## config.mk

```make
export PLATFORM = sky130hd
export DESIGN_NAME = qrs_sqrt
export DESIGN_NICKNAME = d
export VERILOG_FILES = /design/src/hdl/qrs_pkg.sv /design/src/hdl/qrs_sqrt.sv
export SDC_FILE = /design/constraint.sdc
export NUM_CORES = 2
export LEC_CHECK = 0
export BUFFER_PORTS_ARGS = -buffer_cell sky130_fd_sc_hd__buf_2
export CORE_MARGIN = 1
export CORE_UTILIZATION = 57
export CTS_CLUSTER_SIZE = 14
export DETAILED_ROUTE_END_ITERATION = 10
export MAX_ROUTING_LAYER = met4
export PLACE_DENSITY = 0.75
export SETUP_SLACK_MARGIN = 0.5
export SYNTH_ARGS = -nofsm -noshare
export SYNTH_HDL_FRONTEND = slang
export SYNTH_SLANG_ARGS = --single-unit
export TNS_END_PERCENT = 20
```

## constraint.sdc

```tcl
create_clock -name clk -period 3.5 [get_ports clk]
set_clock_uncertainty 0.2 [all_clocks]
set_input_delay 0.7 -clock clk [delete_from_list [all_inputs] [get_ports clk]]
set_output_delay 0.7 -clock clk [all_outputs]
set_load 0.1 [all_outputs]
```

## src/hdl/qrs_pkg.sv

```systemverilog
`timescale 1ns / 1ps
package qrs_pkg;

	localparam int COEF_WIDTH = 16;
	localparam int FRAC_BITS = 16;
	localparam int VAL_WIDTH = 48;

	// Products and the discriminant.
	localparam int PROD_W = 2 * COEF_WIDTH;
	localparam int DISC_W = 2 * COEF_WIDTH + 3;
	localparam int DMAG_W = 2 * COEF_WIDTH + 2;

	// Square root of |D| scaled by 2^(2F).
	localparam int RAD_W = DMAG_W + 2 * FRAC_BITS;
	localparam int ROOT_W = RAD_W / 2;
	localparam int REM_W = ROOT_W + 2;

	// Division operands.
	localparam int NB_W = COEF_WIDTH + FRAC_BITS + 1;
	localparam int DEN_W = COEF_WIDTH + 2;
	localparam int DENM_W = COEF_WIDTH + 1;
	localparam int NUM_W = ROOT_W + 2;
	localparam int LANES = 2;

	typedef enum logic [1:0] {
		KIND_DISTINCT = 2'd0,
		KIND_REPEATED = 2'd1,
		KIND_COMPLEX  = 2'd2,
		KIND_INVALID  = 2'd3
	} kind_t;

	typedef struct packed {
		kind_t                    kind;
		logic signed [NB_W-1:0]   nb;
		logic signed [DEN_W-1:0]  den;
	} tag_t;

	typedef struct packed {
		kind_t            kind;
		logic [LANES-1:0] neg;
	} div_tag_t;

endpackage

```

## src/hdl/qrs_sqrt.sv

```systemverilog
`timescale 1ns / 1ps
module qrs_sqrt (
	input  logic                        clk,
	input  logic                        arst_n,
	input  logic                        en,
	input  logic                        rad_valid,
	input  logic [qrs_pkg::RAD_W-1:0]   rad,
	input  qrs_pkg::tag_t               tag,
	output logic                        root_valid,
	output logic [qrs_pkg::ROOT_W-1:0]  root,
	output qrs_pkg::tag_t               root_tag
);
	import qrs_pkg::*;

	// One result bit per stage, two radicand bits brought in per stage.
	logic              v_s    [0:ROOT_W];
	logic [RAD_W-1:0]  rad_s  [0:ROOT_W];
	logic [REM_W-1:0]  rem_s  [0:ROOT_W];
	logic [ROOT_W-1:0] root_s [0:ROOT_W];
	tag_t              tag_s  [0:ROOT_W];

	assign v_s[0]    = rad_valid;
	assign rad_s[0]  = rad;
	assign rem_s[0]  = '0;
	assign root_s[0] = '0;
	assign tag_s[0]  = tag;

	for (genvar i = 0; i < ROOT_W; i++) begin : g_step
		logic [REM_W-1:0] rem_sh;
		logic [REM_W-1:0] trial;
		logic             ge;

		assign rem_sh = {rem_s[i][REM_W-3:0], rad_s[i][RAD_W-1 -: 2]};
		assign trial  = {root_s[i], 2'b01};
		assign ge     = (rem_sh >= trial);

		always_ff @(posedge clk or negedge arst_n) begin
			if (!arst_n) begin
				v_s[i+1] <= 1'b0;
			end else if (en) begin
				v_s[i+1] <= v_s[i];
			end
		end

		always_ff @(posedge clk) begin
			if (en) begin
				rad_s[i+1]  <= rad_s[i] << 2;
				rem_s[i+1]  <= ge ? rem_sh - trial : rem_sh;
				root_s[i+1] <= {root_s[i][ROOT_W-2:0], ge};
				tag_s[i+1]  <= tag_s[i];
			end
		end
	end

	assign root_valid = v_s[ROOT_W];
	assign root       = root_s[ROOT_W];
	assign root_tag   = tag_s[ROOT_W];
endmodule

```

==> impl_metrics.toml <==
[run_status]
status = "finished with violations"
violations = "negative setup slack"

[synthesis]
synthFlopType = "edfxtp_1"
avgSynthCellArea_um2 = 15.6
synth_nets = 12100
syn_inst = 11400
ys_types = 91
yosys-top-cells-count = "edfxtp_1 (4374), inv_1 (759), nand2_1 (674), ha_1 (595), nor2_1 (565)"
synthArstFlopShare = 0.00749
synth_seq_area_share = 0.749
synth-seq-cells = 4407
yosys_warnings = 0
synth_area_leaders = "edfxtp_1 (74%), ha_1 (4.2%), xnor2_1 (2.1%)"
synth_most_common_cell = "edfxtp_1"
syn_area_um2 = 177000
synth_top_area_share = 0.744
synth_edf_count = 4374
yosys.area.top_type = "edfxtp_1"

[timing]
max_freq_mhz = 278
finalHoldViolCount = 0
fin_ws_ns = -0.0936
finalCritPeriodShare = 1.03
worst_hold_slack_ns = 0.102
tightest_slew_ns = 0.875
slew_headroom = 0.416
period_needed_ns = 3.59
rsz0062_at_grt = "yes"
final-setup-viol-count = 41
slew_violations = 0

[pwr]
power.clock.fraction = 0.324
p_sw_w = 0.0388
seq_power_share = 0.480
power.density_nw_per_um2 = 664
p_int_w = 0.104
p_sw_frac = 0.272
pwr-share-comb = 0.196
p_leak_nw = 80.3
ir_drop_mv = 0.564

[worst_setup_path]
worstPathRequired_ns = 4.01
path_cells = "or4_4 > or4_4 > or4_4 > or3_4 > or3_4 > nor2b_4 > nand2_4 > buf_12 > nor3_1 > xor2_1"
crit_fanout = 7
crit_family = "simple AND/OR/NAND/NOR gates"
path_buf_inv = 1
max_stage_delay_ns = 0.55
critPathCaptureType = "flop"
critPathLaunchType = "flop"
worst_path_most_repeated_cell = "or4_4"
crit_slowest_cell = "or4_4"
critical_path_class = "reg -> reg"
cp.arrival_ns = 4.10

[global_route]
antenna_found_initial = 5
grt_start_max_net_pins = 161
grt_pass1_vias = 98700
grt.total_usage = 0.237
grt_first_pass_wirelength_mm = 559
gr-total-overflow = 0

[placed_design]
dp.cells = 16300
place.gp.congestion = 0.925
dp_slack_ns = -0.425
post_dp_cell_area_um2 = 190000
post-dp-hpwl_mm = 237
port_buffers = 209

[layout]
fill_cells = 19700
area_growth_pct = 21.6
fin_area_um2 = 215000
drive_gt1_frac = 0.233
final_util = 0.699
layout.nets = 13800
final_cells = 17600

[drt]
routedWlPerCell_um = 20.9
wl_mm = 368
drt_iter0_markers = 7971
drt_drc_violations_left = 0
vias = 97600
drtPass1Iterations = 5
postRouteAntennaNets = 0
via_per_inst = 5.55

[clocking]
cts.path.max_buffers = 4
numCtsBuffers = 428
insertion_delay_ns = 0.99
clk_pin_slew_ns = 0.06
h-tree-depth = 5
cts_tree = "built"
cts_sinks = 4407
cts_root_buf = "clkbuf_16"

[run]
max-cap-violations = 0

[floorplan]
die_h_um = 559
ioPinCount = 210
initial_core_util = 0.575
die_w_um = 559
die-area_um2 = 312000
std_cell_rows = 203
core_area_um2 = 307000

[worst_hold_path]
holdCritPathClass = "in -> async"
==> what timing repair did <==
action,in CTS,in global routing
setup buffers,183,202
hold endpoints to repair,160,0
setup endpoints to repair,937,996
pin swaps,265,238
cloned,19,15
resized for setup,603,602
hold buffers,123,0
==> sequential cells by signal, summed over array words and instances, names as in the netlist <==
name,cells
g_step.rem_sh,1072
g_step.trial,528
rad_s,992
root,33
root_tag,53
root_valid,1
tag_s,1696
v_s,32
==> path summary, 6_finish.rpt <==
kind / startpoint / end / slack (ns) / cells after the start
min in group clk: tag_s[72]$_DFFE_PP_ / root_tag[19]$_DFFE_PP_ / 0.16 / 0
setup reg to reg: g_step[3].rem_sh[11]$_DFFE_PP_ / g_step[4].rem_sh[25]$_DFFE_PP_ / -0.09 / 10
hold / removal: arst_n / v_s[4]$_DFFE_PN0P_ / 0.10 / 2
setup / recovery: g_step[3].rem_sh[11]$_DFFE_PP_ / g_step[4].rem_sh[25]$_DFFE_PP_ / -0.09 / 10
hold reg to reg: tag_s[72]$_DFFE_PP_ / root_tag[19]$_DFFE_PP_ / 0.16 / 0
max in group asynchronous: arst_n / v_s[30]$_DFFE_PN0P_ / 2.53 / 2
==> power groups by stage <==
| stage | clock [W] | sequential [W] | combinational (W) |
|---|---|---|---|
| floorplan | 0 | 0.0678 | 0.0156 |
| global placement | 0 | 0.0692 | 0.0235 |
| detailed placement | 0 | 0.0693 | 0.0238 |
| CTS | 0.0473 | 0.0685 | 0.0259 |
| global route | 0.0493 | 0.0690 | 0.0304 |
| finish | 0.0462 | 0.0685 | 0.0279 |
==> cells by family (layout without fill, tap and decap cells) <==
family	Yosys count	count (layout)	synth area share
compound gates	1942	1942	0.0685
buf+inv	997	3127	0.0224
fa+ha+maj	595	595	0.0422
simple gates	2436	2441	0.0679
mux	153	153	0.00965
xor+xnor	821	821	0.0407
flops	4407	4407	0.749
other cells	1	4	0.0000212
==> placed cells by master, fill, tap and decap left out, drive strengths merged, types with 110 or more instances in the layout <==
cell type,netlist,routed
nand3,152,152
xnor2,421,421
o21ai,526,526
mux2,137,137
nand2b,118,118
ha,595,595
clkbuf,160,519
nand2,674,674
nor2,565,565
xor2,400,400
clkinv,1,200
a21oi,564,564
a21o,241,241
edfxtp,4374,4374
o21a,110,110
dlygate4sd3,0,123
buf,74,1440
nor4,136,136
nor3,247,247
inv,762,768
==> stage by stage <==
stage | total power, W | TNS (ns)
detailed placement | 0.0931 | -26.11
global route | 0.149 | -6.83
CTS | 0.142 | -2.29
global placement | 0.0927 | -18.56
floorplan | 0.0834 | -6.16
finish | 0.143 | -1.60
==> area by class of cell <==
| class | count | area [µm²] | area share |
|---|---|---|---|
| Multi-Input combinational cell | 5953 | 47000 | 0.219 |
| Antenna cell | 3 | 7.51 | 0.0000350 |
| Tap cell | 4100 | 5130 | 0.0239 |
| Timing Repair Buffer | 1577 | 13300 | 0.0621 |
| Inverter | 763 | 2880 | 0.0134 |
| Sequential cell | 4407 | 132000 | 0.615 |
| Clock buffer | 508 | 11000 | 0.0514 |
| Clock inverter | 279 | 3190 | 0.0149 |
==> layer usage <==
metal,GRT usage,wire length (µm)
met3,0.0252,15600
met2,0.403,186000
met4,0.0743,12700
met5,-,0
met1,0.302,154000
Note: power is estimated with default switching activity, not from simulation.
